<file path="config.mk">
export PLATFORM = sky130hd
export DESIGN_NAME = mbe_front
export DESIGN_NICKNAME = d
export VERILOG_FILES = /design/src/design/mbe_pkg.sv /design/src/design/mbe_front.sv
export SDC_FILE = /design/constraint.sdc
export NUM_CORES = 2
export LEC_CHECK = 0
export BUFFER_PORTS_ARGS = -buffer_cell sky130_fd_sc_hd__buf_4
export CAP_MARGIN = 20
export CORE_MARGIN = 4
export CORE_UTILIZATION = 30
export CTS_BUF_LIST = sky130_fd_sc_hd__clkbuf_4
export DETAILED_ROUTE_END_ITERATION = 8
export PLACE_DENSITY = 0.44
export SYNTH_ARGS = -nofsm -noshare
export SYNTH_HDL_FRONTEND = slang
export SYNTH_SLANG_ARGS = --single-unit
export TNS_END_PERCENT = 20
</file>
<file path="constraint.sdc">
create_clock -name clock -period 12.2 [get_ports clock]
set_clock_uncertainty 0.15 [all_clocks]
set_input_delay 2.44 -clock clock [delete_from_list [all_inputs] [get_ports clock]]
set_output_delay 2.44 -clock clock [all_outputs]
set_load 0.02 [all_outputs]
</file>
<file path="src/design/mbe_pkg.sv">
// Shared types, constants and register codes of the Mandelbrot escape-time core.
package mbe_pkg;

   // Field widths fixed by the interface.
   localparam int COL_W    = 10;
   localparam int ROW_W    = 10;
   localparam int COUNT_W  = 16;
   localparam int ORIGIN_W = 32;
   localparam int STEP_W   = 31;

   // Default number of fraction bits; the datapath is FRAC_BITS + 4 bits wide.
   localparam int FRAC_BITS_DEFAULT = 28;

   // View size; pixel indices wrap modulo these powers of two.
   localparam int MAX_COLUMNS = 1024;
   localparam int MAX_ROWS    = 1024;

   // Depth of the queue between the front end and the iteration engine.
   localparam int QUEUE_DEPTH = 4;

   // Register port geometry.
   localparam int CSR_ADDR_W = 5;
   localparam int CSR_DATA_W = 32;

   // Register reset values.
   localparam logic signed [ORIGIN_W-1:0] ORIGIN_RE_RESET = -32'sd536870912;
   localparam logic signed [ORIGIN_W-1:0] ORIGIN_IM_RESET = -32'sd268435456;
   localparam logic [STEP_W-1:0]          STEP_RE_RESET   = 31'd786432;
   localparam logic [STEP_W-1:0]          STEP_IM_RESET   = 31'd524288;
   localparam logic [COUNT_W-1:0]         MAX_ITER_RESET  = 16'd128;

   typedef enum logic [2:0] {
      REG_ORIGIN_RE      = 3'd0,
      REG_ORIGIN_IM      = 3'd1,
      REG_STEP_RE        = 3'd2,
      REG_STEP_IM        = 3'd3,
      REG_MAX_ITERATIONS = 3'd4
   } mbe_reg_type;

   typedef struct packed {
      logic signed [ORIGIN_W-1:0] origin_re;
      logic signed [ORIGIN_W-1:0] origin_im;
      logic [STEP_W-1:0]          step_re;
      logic [STEP_W-1:0]          step_im;
      logic [COUNT_W-1:0]         max_iterations;
   } mbe_cfg_type;

   typedef struct packed {
      logic [COL_W-1:0] column;
      logic [ROW_W-1:0] row;
   } mbe_req_type;

   typedef struct packed {
      logic [COL_W-1:0]   out_column;
      logic [ROW_W-1:0]   out_row;
      logic [COUNT_W-1:0] iteration_count;
   } mbe_rsp_type;

   typedef enum logic [1:0] {
      BACK_IDLE,
      BACK_SQUARE,
      BACK_UPDATE,
      BACK_DONE
   } mbe_back_state_type;

endpackage

</file>
<file path="src/design/mbe_front.sv">
// Front end: accepts pixel requests and forms the point c for each one.
module mbe_front #(
   parameter int FRAC_BITS = mbe_pkg::FRAC_BITS_DEFAULT
) (
   input  logic                    clock,
   input  logic                    reset,
   input  mbe_pkg::mbe_cfg_type    cfg,
   input  logic                    req_valid,
   output logic                    req_stall,
   input  mbe_pkg::mbe_req_type    req_data,
   input  logic                    queue_full,
   output logic                    queue_push,
   output logic [2*(FRAC_BITS+4)+mbe_pkg::COL_W+mbe_pkg::ROW_W-1:0] queue_data
);
   import mbe_pkg::*;

   localparam int DataW = FRAC_BITS + 4;
   localparam int ProdW = COL_W + STEP_W;
   localparam int BaseW = ((ProdW + 1 > ORIGIN_W) ? ProdW + 1 : ORIGIN_W) + 1;
   localparam int SumW  = (DataW + 1 > BaseW) ? DataW + 1 : BaseW;
   localparam logic signed [SumW-1:0] QHi = {{(SumW-DataW+1){1'b0}}, {(DataW-1){1'b1}}};
   localparam logic signed [SumW-1:0] QLo = ~QHi;
   localparam int ColMask = MAX_COLUMNS - 1;
   localparam int RowMask = MAX_ROWS - 1;

   logic                   hold_valid_ff, hold_valid_in;
   logic [COL_W-1:0]       hold_col_ff, hold_col_in;
   logic [ROW_W-1:0]       hold_row_ff, hold_row_in;
   logic [ProdW-1:0]       prod_re_ff, prod_re_in;
   logic [ProdW-1:0]       prod_im_ff, prod_im_in;
   logic                   accept;
   logic signed [SumW-1:0] sum_re, sum_im;
   logic signed [DataW-1:0] c_re, c_im;

   assign req_stall  = hold_valid_ff & queue_full;
   assign accept     = req_valid & ~req_stall;
   assign queue_push = hold_valid_ff & ~queue_full;

   // Indices wrap modulo the view size, which is a power of two.
   assign hold_col_in   = req_data.column & ColMask[COL_W-1:0];
   assign hold_row_in   = req_data.row & RowMask[ROW_W-1:0];
   assign prod_re_in    = ProdW'(hold_col_in) * ProdW'(cfg.step_re);
   assign prod_im_in    = ProdW'(hold_row_in) * ProdW'(cfg.step_im);
   assign hold_valid_in = accept | (hold_valid_ff & ~queue_push);

   assign sum_re = SumW'(cfg.origin_re) + $signed(SumW'(prod_re_ff));
   assign sum_im = SumW'(cfg.origin_im) + $signed(SumW'(prod_im_ff));

   always_comb begin
      if (sum_re > QHi) begin
         c_re = QHi[DataW-1:0];
      end else if (sum_re < QLo) begin
         c_re = QLo[DataW-1:0];
      end else begin
         c_re = sum_re[DataW-1:0];
      end
      if (sum_im > QHi) begin
         c_im = QHi[DataW-1:0];
      end else if (sum_im < QLo) begin
         c_im = QLo[DataW-1:0];
      end else begin
         c_im = sum_im[DataW-1:0];
      end
   end

   assign queue_data = {c_re, c_im, hold_col_ff, hold_row_ff};

   always_ff @(posedge clock) begin
      if (reset) begin
         hold_valid_ff <= 1'b0;
      end else begin
         hold_valid_ff <= hold_valid_in;
      end
   end

   always_ff @(posedge clock) begin
      if (accept) begin
         hold_col_ff <= hold_col_in;
         hold_row_ff <= hold_row_in;
         prod_re_ff  <= prod_re_in;
         prod_im_ff  <= prod_im_in;
      end
   end

endmodule

</file>
==> run metrics <==
run status=finished clean; area delta synth->final=10.3%; standby leakage power=14.5 nW; GRT Resource Usage Total=17.4%; clock tree from TritonCTS=done; first-pass GRT wire length=131000 µm; total I/O pin count=252; Via Count=21075; power share of the sequential group=10.4%; Post-DP HPWL=65000 µm; slew at the pin with the worst max-slew slack=0.857 ns; clock buffer depth=2; Logic pwr share=87.2%; Cell Count, Final, Fillers Out=4383; Critical Path Fanout Max=15; layout cells sized above 1=8.68%; Net count, final=4060; most instantiated flip-flop cell in the synthesis netlist=sky130_fd_sc_hd__edfxtp_1; total setup violations reported at the end of the flow=0; share of synthesized cell area in full adder, half adder and majority cells=44.6%; type of the worst setup path=input port to primary output; setup TNS after final layout=0 ns; worst rel slew slack=42.8%; count of yosys warnings during synthesis=0; count of state elements after synthesis=103; path type of the worst min-delay path=flip-flop to flip-flop; die width=310 µm; post-detailed-routing wire length=81100 µm; Via-to-Cell Ratio=4.81; worst path required time=9.61 ns; Clock Tree Root=sky130_fd_sc_hd__clkbuf_4; core area=0.0903 mm²; final clock period utilization by the worst path=75.7%; Pre-antenna DRT Iters=5; mux share of post-synthesis cell area=0.0366%; endpoint arrival time on the critical path=6.65 ns; total standard cell area after synthesis=0.0273 mm²; VDD IR max=0.135 mV; drc violations=0; compound-cell area share of the yosys netlist=12.6%; cell internal pwr=0.00387 W; row count=110; async set-reset flop share out of synthesis=0%; total net switching power=0.00467 W; initial antenna violation count=5; clock buffer count from CTS=9; final-report hold violation count=0; number of violations reported at the end of detailed-routing iteration 0=898; clock sinks=103; post-synthesis instance total=3105; number of gates resized after CTS=0; maximum level of the CTS H-tree=3; distinct cell type count after synthesis=76; number of flops mapped to enable cells by yosys=102; area fraction in and, or, nand and nor cells after synthesis=18.2%; initial core utilization=30.3%; Worst-path clk slew=0.19 ns; switching part of the total power=54.7%; weighted congestion at the end of routability-driven global placement=0.862; sequential-to-total area share from yosys stat=11.3%; fill cell instance count of the final layout=9618; number of global-route vias before repair=22797; placed insts=4361; type of destination of the critical path=primary output; clk_lat worst skew=0.64 ns; number of buffers added on ports=235; Setup Buffers After CTS=0; CP startpoint kind=input port; die outline area=0.0961 mm²; number of max-cap violations=0; main combinational cell family by area after synthesis=adder cells; share of power burned in the clock network=2.4%; power per cell area=283 mW/mm²; total overflow reported by the global router=0; unrepaired setup endpoints after global routing=no; maximum number of pins on one net before global-route repair=54; DIE HEIGHT=310 µm; number of pins with negative max-slew slack in the final report=0; Net Count, Synth=3969; number of hold buffers added after cts=0; number of nets still failing antenna checks after routing=0; per-cell routed wire length=18.5 µm; average cell area after synthesis=8.81 µm²; post-layout minimum cycle time=9.24 ns; highest clock frequency the design can meet=108 MHz; xor and xnor area share after synthesis=4.71%
[state kept, by name (all words and copies together) (netlist names)]
register       count
prod_re_ff        41
prod_im_ff        41
hold_valid_ff      1
hold_row_ff       10
hold_col_ff       10
[Yosys cell counts (4+ instances only)]
library cell / n / share of area, %
sky130_fd_sc_hd__and3_1: 12 / 0.27
sky130_fd_sc_hd__o21bai_1: 18 / 0.49
sky130_fd_sc_hd__a2111oi_0: 5 / 0.16
sky130_fd_sc_hd__nor2_1: 100 / 1.4
sky130_fd_sc_hd__ha_1: 236 / 11
sky130_fd_sc_hd__o21ai_1: 51 / 0.93
sky130_fd_sc_hd__o211ai_1: 7 / 0.19
sky130_fd_sc_hd__a211o_1: 7 / 0.22
sky130_fd_sc_hd__nand3_1: 26 / 0.48
sky130_fd_sc_hd__o211a_1: 5 / 0.18
sky130_fd_sc_hd__nor2b_1: 19 / 0.43
sky130_fd_sc_hd__a31oi_1: 20 / 0.46
sky130_fd_sc_hd__nand2b_1: 19 / 0.43
sky130_fd_sc_hd__o21a_1: 24 / 0.66
sky130_fd_sc_hd__xor2_1: 58 / 1.9
sky130_fd_sc_hd__inv_1: 457 / 6.3
sky130_fd_sc_hd__and4_1: 4 / 0.13
sky130_fd_sc_hd__buf_1: 8 / 0.11
sky130_fd_sc_hd__edfxtp_1: 102 / 11
sky130_fd_sc_hd__o31a_1: 5 / 0.16
sky130_fd_sc_hd__clkbuf_1: 140 / 1.9
sky130_fd_sc_hd__nor4_1: 4 / 0.091
sky130_fd_sc_hd__or2_2: 4 / 0.091
sky130_fd_sc_hd__and2_1: 335 / 7.7
sky130_fd_sc_hd__nand4_1: 23 / 0.53
sky130_fd_sc_hd__nand2_1: 398 / 5.5
sky130_fd_sc_hd__or3_1: 7 / 0.16
sky130_fd_sc_hd__nor3_1: 29 / 0.53
sky130_fd_sc_hd__xnor2_1: 89 / 2.9
sky130_fd_sc_hd__a21o_1: 69 / 1.9
sky130_fd_sc_hd__a21oi_1: 171 / 3.1
sky130_fd_sc_hd__o21ai_0: 70 / 1.3
sky130_fd_sc_hd__buf_2: 14 / 0.26
sky130_fd_sc_hd__o31ai_1: 10 / 0.27
sky130_fd_sc_hd__a21boi_0: 6 / 0.16
sky130_fd_sc_hd__a41oi_1: 5 / 0.16
sky130_fd_sc_hd__fa_1: 462 / 34
sky130_fd_sc_hd__a211oi_1: 25 / 0.69
[metal layers]
layer | wire length, µm | track usage [%] | vias up
li1 | - | - | 10164
met1 | 39300 | 24.7 | 10585
met2 | 38500 | 29.3 | 297
met3 | 2520 | 1.76 | 29
met4 | 735 | 2.82 | 0
met5 | 0 | 0 | -
[critical path, cell delays in order]
cell and delay [ns]:
sky130_fd_sc_hd__buf_4 0.11, sky130_fd_sc_hd__ha_1 0.24, sky130_fd_sc_hd__inv_1 0.09, sky130_fd_sc_hd__fa_1 0.22
sky130_fd_sc_hd__nor2b_1 0.07, sky130_fd_sc_hd__o31ai_1 0.35, sky130_fd_sc_hd__a211o_1 0.27, sky130_fd_sc_hd__a31oi_1 0.19
sky130_fd_sc_hd__o41ai_2 0.52, sky130_fd_sc_hd__nand3b_1 0.13, sky130_fd_sc_hd__o211a_1 0.18, sky130_fd_sc_hd__a2111oi_0 0.50
sky130_fd_sc_hd__nand4_1 0.16, sky130_fd_sc_hd__buf_4 0.21, sky130_fd_sc_hd__o21ai_1 0.39, sky130_fd_sc_hd__buf_4 0.28
sky130_fd_sc_hd__a21oi_1 0.09, sky130_fd_sc_hd__buf_4 0.20
[cells by family (layout without fill, tap and decap cells)]
kind of cell / after synthesis / in the layout
multiplexers: 1 / 1
XOR/XNOR: 147 / 147
flip-flops: 103 / 103
AND/OR/NAND/NOR: 996 / 996
other: 0 / 6
buffers and inverters: 619 / 715
AO/OA/AOI/OAI: 541 / 541
adder cells (fa/ha/maj): 698 / 698
[layout by cell type, fill, tap and decap left out, types with 23 or more instances in the layout]
master	instances
sky130_fd_sc_hd__ha_1	236
sky130_fd_sc_hd__fa_1	462
sky130_fd_sc_hd__xnor2_1	89
sky130_fd_sc_hd__a211oi_1	25
sky130_fd_sc_hd__edfxtp_1	102
sky130_fd_sc_hd__and2_1	335
sky130_fd_sc_hd__o21ai_0	70
sky130_fd_sc_hd__inv_1	457
sky130_fd_sc_hd__a21oi_1	171
sky130_fd_sc_hd__nand4_1	23
sky130_fd_sc_hd__nand3_1	26
sky130_fd_sc_hd__o21a_1	24
sky130_fd_sc_hd__xor2_1	58
sky130_fd_sc_hd__o21ai_1	51
sky130_fd_sc_hd__buf_4	242
sky130_fd_sc_hd__nor2_1	100
sky130_fd_sc_hd__nand2_1	398
sky130_fd_sc_hd__a21o_1	69
sky130_fd_sc_hd__nor3_1	29
[cell type report]
class,count,area [µm²],area share (%)
Multi-Input combinational cell,2383,21900,72.7
Clock buffer,9,67.6,0.224
Tap cell,1176,1470,4.88
Clock inverter,7,56.3,0.187
Timing Repair Buffer,242,1820,6.02
Sequential cell,103,3080,10.2
Inverter,457,1720,5.69
Antenna cell,6,15.0,0.0498
[path summary, 6_finish.rpt]
path / from / end / slack, ns / cells after the start
worst max register to register: hold_valid_ff / prod_im_ff[2] / 10.35 / 3
worst min-delay path: hold_valid_ff / hold_valid_ff / 0.54 / 3
worst max-delay path: cfg[78] / queue_data[48] / 2.96 / 18
worst min register to register: hold_valid_ff / hold_valid_ff / 0.54 / 3
[power groups by stage]
| stage | logic (W) | registers, W | clock network (W) |
|---|---|---|---|
| 2_1_floorplan | 0.00545 | 0.000862 | 0 |
| 3_3_place_gp | 0.00754 | 0.000902 | 0 |
| 3_5_place_dp | 0.00749 | 0.000905 | 0 |
| 4_1_cts | 0.00753 | 0.000895 | 0.000227 |
| 5_1_grt | 0.00849 | 0.000905 | 0.000237 |
| 6_report | 0.00745 | 0.000888 | 0.000207 |
[stage by stage]
stage          setup WS (ns)  util, %  hold slack [ns]  instance area (µm²)  total power (W)
6_report                2.96     33.4            0.539                30200          0.00855
2_1_floorplan           3.61        -            0.552                27400          0.00631
5_1_grt                 2.48     33.4            0.591                30200          0.00963
4_1_cts                 2.96     33.4            0.548                30200          0.00865
3_5_place_dp            2.84     33.3            0.522                30000          0.00840
3_3_place_gp            2.57     33.2            0.526                30000          0.00844
(Power assumes the default switching activity.)
