--- config.mk ---
export PLATFORM = sky130hd
export DESIGN_NAME = mbe_queue
export DESIGN_NICKNAME = d
export VERILOG_FILES = /design/src/design/mbe_pkg.sv /design/src/design/mbe_queue.sv
export SDC_FILE = /design/constraint.sdc
export NUM_CORES = 1
export LEC_CHECK = 0
export ABC_AREA = 0
export BUFFER_PORTS_ARGS = -buffer_cell sky130_fd_sc_hd__buf_2
export CELL_PAD_IN_SITES_DETAIL_PLACEMENT = 1
export CELL_PAD_IN_SITES_GLOBAL_PLACEMENT = 2
export CORE_ASPECT_RATIO = 1.2
export CORE_MARGIN = 2
export CORE_UTILIZATION = 35
export DETAILED_ROUTE_END_ITERATION = 16
export PLACE_DENSITY = 0.74
export REMOVE_ABC_BUFFERS = 1
export SLEW_MARGIN = 0
export SYNTH_ARGS = -nofsm -noshare
export SYNTH_HDL_FRONTEND = slang
export SYNTH_SLANG_ARGS = --single-unit
--- constraint.sdc ---
create_clock -name clock -period 3.25 [get_ports clock]
set_clock_uncertainty 0.1 [all_clocks]
set_input_delay 0.4875 -clock clock [delete_from_list [all_inputs] [get_ports clock]]
set_output_delay 0.4875 -clock clock [all_outputs]
set_load 0.01 [all_outputs]
--- src/design/mbe_pkg.sv ---
// Shared types, constants and register codes of the Mandelbrot escape-time core.
package mbe_pkg;

   // Field widths fixed by the interface.
   localparam int COL_W    = 10;
   localparam int ROW_W    = 10;
   localparam int COUNT_W  = 16;
   localparam int ORIGIN_W = 32;
   localparam int STEP_W   = 31;

   // Default number of fraction bits; the datapath is FRAC_BITS + 4 bits wide.
   localparam int FRAC_BITS_DEFAULT = 28;

   // View size; pixel indices wrap modulo these powers of two.
   localparam int MAX_COLUMNS = 1024;
   localparam int MAX_ROWS    = 1024;

   // Depth of the queue between the front end and the iteration engine.
   localparam int QUEUE_DEPTH = 4;

   // Register port geometry.
   localparam int CSR_ADDR_W = 5;
   localparam int CSR_DATA_W = 32;

   // Register reset values.
   localparam logic signed [ORIGIN_W-1:0] ORIGIN_RE_RESET = -32'sd536870912;
   localparam logic signed [ORIGIN_W-1:0] ORIGIN_IM_RESET = -32'sd268435456;
   localparam logic [STEP_W-1:0]          STEP_RE_RESET   = 31'd786432;
   localparam logic [STEP_W-1:0]          STEP_IM_RESET   = 31'd524288;
   localparam logic [COUNT_W-1:0]         MAX_ITER_RESET  = 16'd128;

   typedef enum logic [2:0] {
      REG_ORIGIN_RE      = 3'd0,
      REG_ORIGIN_IM      = 3'd1,
      REG_STEP_RE        = 3'd2,
      REG_STEP_IM        = 3'd3,
      REG_MAX_ITERATIONS = 3'd4
   } mbe_reg_type;

   typedef struct packed {
      logic signed [ORIGIN_W-1:0] origin_re;
      logic signed [ORIGIN_W-1:0] origin_im;
      logic [STEP_W-1:0]          step_re;
      logic [STEP_W-1:0]          step_im;
      logic [COUNT_W-1:0]         max_iterations;
   } mbe_cfg_type;

   typedef struct packed {
      logic [COL_W-1:0] column;
      logic [ROW_W-1:0] row;
   } mbe_req_type;

   typedef struct packed {
      logic [COL_W-1:0]   out_column;
      logic [ROW_W-1:0]   out_row;
      logic [COUNT_W-1:0] iteration_count;
   } mbe_rsp_type;

   typedef enum logic [1:0] {
      BACK_IDLE,
      BACK_SQUARE,
      BACK_UPDATE,
      BACK_DONE
   } mbe_back_state_type;

endpackage

--- src/design/mbe_queue.sv ---
// Short first-in first-out queue between the front end and the iteration engine.
module mbe_queue #(
   parameter int WIDTH = 1,
   parameter int DEPTH = mbe_pkg::QUEUE_DEPTH
) (
   input  logic             clock,
   input  logic             reset,
   input  logic             push,
   input  logic [WIDTH-1:0] push_data,
   output logic             full,
   input  logic             pop,
   output logic [WIDTH-1:0] pop_data,
   output logic             empty
);
   import mbe_pkg::*;

   localparam int PtrW = (DEPTH > 1) ? $clog2(DEPTH) : 1;

   logic [WIDTH-1:0] entry_ff [DEPTH];
   logic [PtrW-1:0]  wr_ptr_ff, wr_ptr_in;
   logic [PtrW-1:0]  rd_ptr_ff, rd_ptr_in;
   logic [PtrW:0]    count_ff, count_in;
   logic             do_push, do_pop;

   assign full     = (count_ff == (PtrW+1)'(DEPTH));
   assign empty    = (count_ff == '0);
   assign do_push  = push & ~full;
   assign do_pop   = pop & ~empty;
   assign pop_data = entry_ff[rd_ptr_ff];

   always_comb begin
      wr_ptr_in = wr_ptr_ff;
      rd_ptr_in = rd_ptr_ff;
      if (do_push) begin
         wr_ptr_in = (wr_ptr_ff == PtrW'(DEPTH - 1)) ? '0 : wr_ptr_ff + PtrW'(1);
      end
      if (do_pop) begin
         rd_ptr_in = (rd_ptr_ff == PtrW'(DEPTH - 1)) ? '0 : rd_ptr_ff + PtrW'(1);
      end
      count_in = count_ff + (PtrW+1)'(do_push) - (PtrW+1)'(do_pop);
   end

   always_ff @(posedge clock) begin
      if (reset) begin
         wr_ptr_ff <= '0;
         rd_ptr_ff <= '0;
         count_ff  <= '0;
      end else begin
         wr_ptr_ff <= wr_ptr_in;
         rd_ptr_ff <= rd_ptr_in;
         count_ff  <= count_in;
      end
   end

   always_ff @(posedge clock) begin
      if (do_push) begin
         entry_ff[wr_ptr_ff] <= push_data;
      end
   end

endmodule

==> impl_metrics.env, run 1 <==
export IMPL_ys_warn_count=0
export IMPL_clkSinkCount=13
export IMPL_cts_hold_buf=0
export IMPL_synth_compound_area_frac=0.0594
export IMPL_synth_avg_cell_area_um2=11.3
export IMPL_start_kind="flop"
export IMPL_timing_rr_end="count_ff[2]$_SDFF_PP0_"
export IMPL_critPathSlowestCell="or3b_1"
export IMPL_endpoint="count_ff[2]$_SDFF_PP0_"
export IMPL_hold_class="input port to flop"
export IMPL_dieArea_mm2=0.00216
export IMPL_cp_cell_sequence="or3b_1 > and2_4 > inv_1 > ha_1 > inv_1 > ha_1 > inv_1 > fa_1 > xor2_1 > and2_2 > nor3_1"
export IMPL_synthMuxAreaShare=0.0515
export IMPL_postCtsSetupBuffers=0
export IMPL_multi_input_area_um2=290
export IMPL_vias=413
export IMPL_cpMostUsedCell="inv_1"
export IMPL_drv_cap=0
export IMPL_reg2reg_slack_ps=600
export IMPL_grt_overflow=0
export IMPL_drive_gt1_frac=0.231
export IMPL_clk_latency_ps=270
export IMPL_via_per_inst=4.98
export IMPL_cts_tree="done"
export IMPL_rsz0062_at_grt="no"
export IMPL_crit_buf_inv=3
export IMPL_min_period_ps=2650
export IMPL_end_kind="flop"
export IMPL_final_cell_mix="dfxtp_1, inv_1, ha_1, buf_2, edfxtp_1"
export IMPL_synth_cell_type_count=25
export IMPL_wirelength_um=985
export IMPL_grt_first_pass_wirelength_um=1740
export IMPL_grt_met1_usage=0.133
export IMPL_cts_htree_levels=1
export IMPL_crit_start="count_ff[1]$_SDFF_PP0_"
export IMPL_cp_data_arrival_time_ps=2750
export IMPL_hold_violations=0
export IMPL_max_stage_delay_ps=520
export IMPL_cts_buffers=3
export IMPL_ys_flop_type="dfxtp_1"
export IMPL_grt_start_max_net_pins=10
export IMPL_grt_busiest_layer="met2"
export IMPL_relSlewSlack=0.632
export IMPL_path_depth=11
export IMPL_dr_pass1_iters=4
export IMPL_report_final_slew_viol_count=0
export IMPL_yosysSeqAreaShare=0.475
export IMPL_max_freq_mhz=377
export IMPL_rows=16
export IMPL_period_share=0.816
export IMPL_tns_ps=0
export IMPL_port_buffers=7
export IMPL_regArea_um2=300
export IMPL_grt_met3_usage=0.0216
export IMPL_synthCells=56
export IMPL_critical_path_class="flop to flop"
export IMPL_met2_usage=0.169
export IMPL_synth_top_family_by_area="adder cells"
export IMPL_grt_pass1_vias=398
export IMPL_drtIter0Drc=5
export IMPL_synth_edff_count=4
export IMPL_io_pins=8
export IMPL_layout_commonest_cell="dfxtp_1"
export IMPL_gp_congestion=0.653
export IMPL_yosys_area_top_type="dfxtp_1"
export IMPL_hold_ws_ps=332
export IMPL_max_vdd_ir_drop_mv=0.242
export IMPL_synth_xor_area_share=0.0139
export IMPL_antenna_found_initial=0
export IMPL_area_growth_pct=10.9
export IMPL_required_ps=3350
export IMPL_start_util=0.380
export IMPL_synthAdderAreaFrac=0.170
export IMPL_worst_pin_slew_ps=547
export IMPL_die_w_um=42.8
export IMPL_die_h_um=50.5
export IMPL_crit_family="simple AND/OR/NAND/NOR gates"
export IMPL_wl_per_cell_um=11.9
export IMPL_r2r_start="count_ff[1]$_SDFF_PP0_"
export IMPL_drcViolationCount=0
export IMPL_cts_root_buf="clkbuf_4"
export IMPL_clockBufferDepth=2
export IMPL_core_area_mm2=0.00166
export IMPL_utilization=0.422
export IMPL_netlist_area_um2=632
export IMPL_powerDensity_mw_per_mm2=730
export IMPL_gr_usage_all_layers=0.109
export IMPL_async_flop_share=0
export IMPL_setup_viol=0
export IMPL_synth_area_leaders="dfxtp_1, edfxtp_1, ha_1"
export IMPL_synth_simple_area_share=0.164
export IMPL_antennaDiodeCount=0
export IMPL_setup_slack_ps=599
export IMPL_cts_resized=0
export IMPL_filler_cell_count=204
export IMPL_synth_seq_cells=13
export IMPL_netlist_area_leader_share=0.285
export IMPL_num_nets_final=79
export IMPL_drtAntennaViolNets=0
export IMPL_reg2regPathDepth=11
export IMPL_outcome="complete, no violations"
export IMPL_path_clk_slew_ps=80
export IMPL_place_ws_ps=642
export IMPL_place_detailed_hpwl_um=763
export IMPL_cp_max_fo=9
export IMPL_power_leakage_nw=0.335
## worst min path at each step
stage / from / end / cells past startpoint
2_1_floorplan: rd_ptr_ff[0]$_SDFFE_PP0N_ / flop / 2
3_3_place_gp: rd_ptr_ff[0]$_SDFFE_PP0N_ / rd_ptr_ff[0]$_SDFFE_PP0N_ / 2
3_5_place_dp: rd_ptr_ff[0]$_SDFFE_PP0N_ / rd_ptr_ff[0]$_SDFFE_PP0N_ / 2
4_1_cts: push_data / entry_ff[2]$_DFFE_PP_ / 1
5_1_grt: push_data / entry_ff[0]$_DFFE_PP_ / 1
6_report: push_data / entry_ff[2]$_DFFE_PP_ / 1
## worst register-to-register path, stage by stage (launching register included)
cell	delay [ps]
dfxtp_1	370
or3b_1	520
and2_4	220
inv_1	60
ha_1	220
inv_1	60
ha_1	130
inv_1	50
fa_1	380
xor2_1	170
and2_2	200
nor3_1	120
## kinds of logic (layout without fill, tap and decap cells)
family | Yosys count | after routing
AOI/OAI and AO/OA | 5 | 5
xor gates and xnor gates | 1 | 1
adders and majority gates | 8 | 8
buffers and inverters | 9 | 18
DFF | 13 | 13
muxes | 2 | 2
and+or+nand+nor | 18 | 18
## stage by stage
| stage | power, mW | area, µm² | cells |
|---|---|---|---|
| 2_1_floorplan | 0.364 | 617 | 54 |
| 3_3_place_gp | 0.412 | 674 | 79 |
| 3_5_place_dp | 0.418 | 674 | 79 |
| 4_1_cts | 0.524 | 701 | 83 |
| 5_1_grt | 0.559 | 701 | 83 |
| 6_report | 0.512 | 701 | 83 |
## power breakdown
| part | total (mW) | internal [mW] | leakage [nW] | switching, mW |
|---|---|---|---|---|
| combinational | 0.177 | 0.0868 | 0.209 | 0.0899 |
| clock | 0.0994 | 0.0475 | 0.0150 | 0.0519 |
| sequential | 0.236 | 0.206 | 0.111 | 0.0296 |
## cells in the mapped netlist, types with 2 or more instances
| cell | n |
|---|---|
| dfxtp_1 | 9 |
| ha_1 | 7 |
| inv_1 | 7 |
| edfxtp_1 | 4 |
| and3_1 | 3 |
| nor2_1 | 3 |
| nor3_1 | 3 |
| a21oi_1 | 2 |
| nand3_1 | 2 |
## layer usage
layer,vias up,part of all wire
li1,209,-
met1,199,0.46
met2,3,0.50
met3,2,0.022
met4,0,0.013
met5,-,0
## cell type report
cell class | count | area share
clock buffer | 4 | 0.0375
inverter | 7 | 0.0375
tap | 18 | 0.0321
sequential | 13 | 0.429
multi-input combinational | 34 | 0.414
timing repair buffer | 7 | 0.0500
No activity file was read; power rests on OpenSTA's default activity.
==> inputs of run 2 (changes only) <==
==> constraint.sdc (replaced) <==
create_clock -name clock -period 2.69 [get_ports clock]
set_clock_uncertainty 0.1 [all_clocks]
set_input_delay 0.4035 -clock clock [delete_from_list [all_inputs] [get_ports clock]]
set_output_delay 0.4035 -clock clock [all_outputs]
set_load 0.01 [all_outputs]
==> run 2 against run 1 <==
Non-clock buffer count grew 2. Final cell count is 2.4% higher. Largest power group unchanged. Sequential share of layout area decreased by 0.90 points. Combinational power is 28% higher. Routed wire length is 1.1% lower. Highest routed layer unchanged. Clock power grew 19%. Die area stayed put. Cell area up 2.1%. First-iteration DRC count fell by 20%. Global-route usage fell by 0.050 points. Hold slack got worse by 86 ps.
==> impl_metrics.env, run 2 (synthesis results as in run 1) <==
export IMPL_holdPathEnd="entry_ff[3]$_DFFE_PP_"
export IMPL_crit_start="count_ff[1]$_SDFF_PP0_"
export IMPL_drive_gt1_frac=0.254
export IMPL_place_detailed_hpwl_um=786
export IMPL_regArea_um2=300
export IMPL_drtAntennaViolNets=0
export IMPL_postCtsSetupBuffers=0
export IMPL_utilization=0.431
export IMPL_path_clk_slew_ps=80
export IMPL_worst_pin_slew_ps=302
export IMPL_clock_power_share=0.188
export IMPL_wl_per_cell_um=11.5
export IMPL_cp_data_arrival_time_ps=2580
export IMPL_start_kind="flop"
export IMPL_multi_input_area_um2=290
export IMPL_antennaDiodeCount=0
export IMPL_filler_cell_count=195
export IMPL_dr_pass1_iters=3
export IMPL_r2r_start="count_ff[1]$_SDFF_PP0_"
export IMPL_rsz0062_at_grt="no"
export IMPL_gp_congestion=0.678
export IMPL_grt_overflow=0
export IMPL_share_comb_of_total_power=0.360
export IMPL_wirelength_um=974
export IMPL_clkSinkCount=13
export IMPL_port_buffers=7
export IMPL_grt_busiest_layer="met2"
export IMPL_clk_latency_ps=270
export IMPL_via_per_inst=4.78
export IMPL_end_kind="flop"
export IMPL_powerDensity_mw_per_mm2=877
export IMPL_area_growth_pct=13.3
export IMPL_gr_usage_all_layers=0.109
export IMPL_reg2reg_slack_ps=210
export IMPL_met2_usage=0.169
export IMPL_grt_pass1_vias=409
export IMPL_tns_ps=0
export IMPL_hold_class="input port to flop"
export IMPL_p_int_uw=422
export IMPL_cts_hold_buf=0
export IMPL_report_final_slew_viol_count=0
export IMPL_antenna_found_initial=0
export IMPL_max_freq_mhz=403
export IMPL_setup_viol=0
export IMPL_fin_total_pwr_uw=628
export IMPL_relSlewSlack=0.797
export IMPL_clockBufferDepth=2
export IMPL_die_h_um=50.5
export IMPL_drcViolationCount=0
export IMPL_num_nets_final=81
export IMPL_cts_tree="done"
export IMPL_critical_path_class="flop to flop"
export IMPL_outcome="complete, no violations"
export IMPL_grt_met1_usage=0.131
export IMPL_cts_root_buf="clkbuf_4"
export IMPL_period_share=0.923
export IMPL_vias=406
export IMPL_dieArea_mm2=0.00216
export IMPL_power_leakage_nw=0.344
export IMPL_rows=16
export IMPL_cts_resized=0
export IMPL_cts_buffers=3
export IMPL_seq_power_share=0.453
export IMPL_hold_ws_ps=246
export IMPL_cts_htree_levels=1
export IMPL_grt_met3_usage=0.0324
export IMPL_cp_max_fo=5
export IMPL_switching_share=0.328
export IMPL_whs_path_depth=1
export IMPL_core_area_mm2=0.00166
export IMPL_drv_cap=0
export IMPL_grt_first_pass_wirelength_um=1710
export IMPL_layout_commonest_cell="dfxtp_1"
export IMPL_switchingPower_uw=206
export IMPL_timing_rr_end="count_ff[2]$_SDFF_PP0_"
export IMPL_reg2regPathDepth=11
export IMPL_min_period_ps=2480
export IMPL_drtIter0Drc=4
export IMPL_start_util=0.380
export IMPL_required_ps=2780
export IMPL_final_cell_mix="dfxtp_1, inv_1, ha_1, buf_2, edfxtp_1"
export IMPL_max_vdd_ir_drop_mv=0.378
export IMPL_hp_start="push_data"
export IMPL_grt_start_max_net_pins=9
export IMPL_die_w_um=42.8
export IMPL_hold_violations=0
export IMPL_io_pins=8
==> run 2: cell count changes in the layout (fill, tap and decap cells not counted) <==
cell / delta
buf_4: +2
==> run 2: final cells by class <==
class / instances / share of cell area
sequential: 13 / 0.420
multi-input combinational: 34 / 0.406
timing repair buffer: 9 / 0.0699
clock buffer: 4 / 0.0367
inverter: 7 / 0.0367
tap: 18 / 0.0315
==> run 2: how the worst max path moves through the flow <==
| stage | endpoint | slack [ps] |
|---|---|---|
| 4_1_cts | count_ff[2]$_SDFF_PP0_ | 180 |
| 5_1_grt | count_ff[2]$_SDFF_PP0_ | 10 |
| 6_report | count_ff[2]$_SDFF_PP0_ | 210 |
| 3_3_place_gp | count_ff[2]$_SDFF_PP0_ | 230 |
| 3_5_place_dp | count_ff[2]$_SDFF_PP0_ | 220 |
| 2_1_floorplan | count_ff[2]$_SDFF_PP0_ | 240 |
==> run 2: power groups by stage <==
| stage | Combinational [mW] | Sequential, mW | Clock, mW |
|---|---|---|---|
| floorplan | 0.160 | 0.281 | 0 |
| global placement | 0.224 | 0.289 | 0 |
| detailed placement | 0.228 | 0.290 | 0 |
| CTS | 0.232 | 0.286 | 0.125 |
| global route | 0.267 | 0.291 | 0.134 |
| finish | 0.226 | 0.284 | 0.118 |
==> run 2: worst max-delay path, stage by stage (launching register included) <==
cell	delay (ps)
dfxtp_1	370
or3b_1	420
and2_4	180
inv_1	50
ha_1	220
inv_1	60
ha_1	130
inv_1	50
fa_1	370
xor2_1	160
and2_2	200
nor3_1	110
==> run 2: per-stage QoR <==
stage,instances,cell area (µm²),setup slack (ps)
final,85,716,206
after detailed placement,81,689,216
after global routing,85,716,11.4
after global placement,81,689,227
after CTS,85,716,183
after floorplan,54,617,240
==> run 2: routing by layer <==
layer  up-vias  routed length, µm
li1        211                  -
met1       190                444
met2         3                496
met3         2                 25
met4         0                  8
met5         -                  0
==> inputs of run 3 (changes only) <==
--- a/config.mk
+++ b/config.mk
@@ -5,15 +5,15 @@
 export SDC_FILE = /design/constraint.sdc
 export NUM_CORES = 1
 export LEC_CHECK = 0
-export ABC_AREA = 0
+export ABC_AREA = 1
 export BUFFER_PORTS_ARGS = -buffer_cell sky130_fd_sc_hd__buf_2
 export CELL_PAD_IN_SITES_DETAIL_PLACEMENT = 1
 export CELL_PAD_IN_SITES_GLOBAL_PLACEMENT = 2
 export CORE_ASPECT_RATIO = 1.2
 export CORE_MARGIN = 2
-export CORE_UTILIZATION = 35
+export CORE_UTILIZATION = 32
 export DETAILED_ROUTE_END_ITERATION = 16
-export PLACE_DENSITY = 0.74
+export PLACE_DENSITY = 0.73
 export REMOVE_ABC_BUFFERS = 1
 export SLEW_MARGIN = 0
 export SYNTH_ARGS = -nofsm -noshare
==> run 3 against run 2 <==
Setup slack improved by 470 ps. First-iteration DRC count decreased by 100%. Register-to-register slack improved by 470 ps. Power increased by 11%. Via count increased by 21%. Sequential power increased by 4%. Core utilization decreased by 5.4 points. Maximum frequency increased by 23%. Routed wire length increased by 14%. Sequential cell count unchanged. Non-clock buffer count decreased by 2.
==> impl_metrics.env, run 3 <==
export IMPL_synthCells=77
export IMPL_critPathSlowestCell="dfxtp_1"
export IMPL_wl_per_cell_um=10.3
export IMPL_hold_violations=0
export IMPL_tns_ps=0
export IMPL_synth_edff_count=4
export IMPL_outcome="complete, no violations"
export IMPL_end_kind="flop"
export IMPL_period_share=0.750
export IMPL_grt_first_pass_wirelength_um=2040
export IMPL_hold_class="input port to flop"
export IMPL_rsz0062_at_grt="no"
export IMPL_synth_commonest_cells="inv_1, nor2_1, dfxtp_1, ha_1, nand2_1"
export IMPL_cp_data_arrival_time_ps=2110
export IMPL_hold_ws_ps=184
export IMPL_critical_path_class="flop to flop"
export IMPL_drive_gt1_frac=0.216
export IMPL_worst_pin_slew_ps=192
export IMPL_gp_congestion=0.670
export IMPL_synth_seq_cells=13
export IMPL_num_nets_final=102
export IMPL_grt_overflow=0
export IMPL_clk_latency_ps=290
export IMPL_powerDensity_mw_per_mm2=920
export IMPL_port_buffers=7
export IMPL_ys_flop_type="dfxtp_1"
export IMPL_netlist_area_leader_share=0.270
export IMPL_routed_wl_met2_um=607
export IMPL_max_stage_delay_ps=360
export IMPL_cts_tree="done"
export IMPL_wirelength_um=1110
export IMPL_postCtsSetupBuffers=0
export IMPL_cts_buffers=3
export IMPL_cts_root_buf="clkbuf_4"
export IMPL_fin_area_um2=754
export IMPL_antenna_found_initial=0
export IMPL_gr_usage_all_layers=0.123
export IMPL_rows=18
export IMPL_async_flop_share=0
export IMPL_die_h_um=54.0
export IMPL_crit_family="adder cells"
export IMPL_cpMostUsedCell="inv_1"
export IMPL_fin_cells=108
export IMPL_die_w_um=45.7
export IMPL_min_period_ps=2020
export IMPL_fin_total_pwr_uw=694
export IMPL_vias=491
export IMPL_drv_cap=0
export IMPL_required_ps=2780
export IMPL_grt_pass1_vias=507
export IMPL_relSlewSlack=0.872
export IMPL_synth_cell_type_count=16
export IMPL_via_per_inst=4.55
export IMPL_setup_viol=0
export IMPL_wl_met1_um=443
export IMPL_max_freq_mhz=496
export IMPL_cp_max_fo=5
export IMPL_cts_hold_buf=0
export IMPL_yosysSeqAreaShare=0.450
export IMPL_crit_buf_inv=4
export IMPL_cp_cell_sequence="nor2_2 > nand2_2 > inv_1 > nor2_1 > ha_1 > inv_1 > ha_1 > inv_1 > fa_1 > inv_1 > nand2_1 > nand2_1 > nor2_1"
export IMPL_io_pins=8
export IMPL_max_vdd_ir_drop_mv=0.297
export IMPL_place_ws_ps=629
export IMPL_setup_slack_ps=672
export IMPL_dr_wl_met3_um=29
export IMPL_drtIter0Drc=0
export IMPL_synth_area_leaders="dfxtp_1, edfxtp_1, ha_1"
export IMPL_grt_start_max_net_pins=9
export IMPL_netlist_area_um2=667
export IMPL_top_layer_used="met4"
export IMPL_area_growth_pct=13.1
export IMPL_dieArea_mm2=0.00247
export IMPL_cts_resized=0
export IMPL_cts_htree_levels=1
export IMPL_yosys_area_top_type="dfxtp_1"
export IMPL_place_inst=104
export IMPL_place_area_um2=727
export IMPL_clkSinkCount=13
export IMPL_core_area_mm2=0.00200
export IMPL_clockBufferDepth=2
export IMPL_place_detailed_hpwl_um=876
export IMPL_utilization=0.376
export IMPL_drtAntennaViolNets=0
export IMPL_report_final_slew_viol_count=0
export IMPL_drcViolationCount=0
export IMPL_ys_warn_count=0
export IMPL_final_cell_mix="inv_1, nor2_1, dfxtp_1, ha_1, buf_2"
export IMPL_path_clk_slew_ps=90
export IMPL_start_util=0.333
export IMPL_power_leakage_nw=0.371
export IMPL_synth_avg_cell_area_um2=8.66
export IMPL_antennaDiodeCount=0
export IMPL_dr_pass1_iters=1
export IMPL_start_kind="flop"
run 3: cell types whose count changed in the layout (fill, tap and decap cells not counted), moves of 3 or more:
cell     change
o21ai_0      +3
and3_1       -3
nand2_2      +4
inv_1        +9
nor3_1       -3
nor2_2       +3
nor2_1      +13
nand2_1      +4
run 3: worst register-to-register path, delay by kind of cell (launching register included):
family	cells	cell delay, ps
adder cells (fa/ha/maj)	3	740
AND/OR/NAND/NOR	6	470
flip-flops	1	360
buffers and inverters	4	260
run 3: final timing paths:
path	depth (start not counted)	end	slack [ps]	start
worst min register to register	2	rd_ptr_ff[1]$_SDFFE_PP0N_	440	rd_ptr_ff[1]$_SDFFE_PP0N_
worst max register to register	13	count_ff[2]$_SDFF_PP0_	670	count_ff[1]$_SDFF_PP0_
worst min-delay path	2	count_ff[1]$_SDFF_PP0_	180	reset
worst max-delay path	13	count_ff[2]$_SDFF_PP0_	670	count_ff[1]$_SDFF_PP0_
run 3: power by group:
| part | internal (mW) | switching [mW] |
|---|---|---|
| sequential | 0.255 | 0.0390 |
| combinational | 0.115 | 0.158 |
| clock | 0.0553 | 0.0711 |
| total | 0.426 | 0.269 |
run 3: area by class of cell:
| type | count | area [µm²] |
|---|---|---|
| clock inverters | 1 | 5.00 |
| flip-flops and latches | 13 | 300 |
| multi-input cells | 48 | 307 |
| inverters | 16 | 60.1 |
| well taps | 20 | 25.0 |
| repair buffers | 7 | 35.0 |
| fillers | 245 | 1250 |
| clock buffers | 3 | 22.5 |
run 3: routing by layer:
| layer | track usage | vias to the layer above |
|---|---|---|
| met3 | 0.0403 | 3 |
| met5 | 0 | - |
| li1 | - | 254 |
| met1 | 0.125 | 227 |
| met4 | 0.0882 | 0 |
| met2 | 0.207 | 7 |
run 3: cells by family after synthesis:
family          synth area share
compound gates            0.0450
simple gates               0.240
flops                      0.450
buf+inv                   0.0901
fa+ha+maj                  0.161
xor+xnor                  0.0131
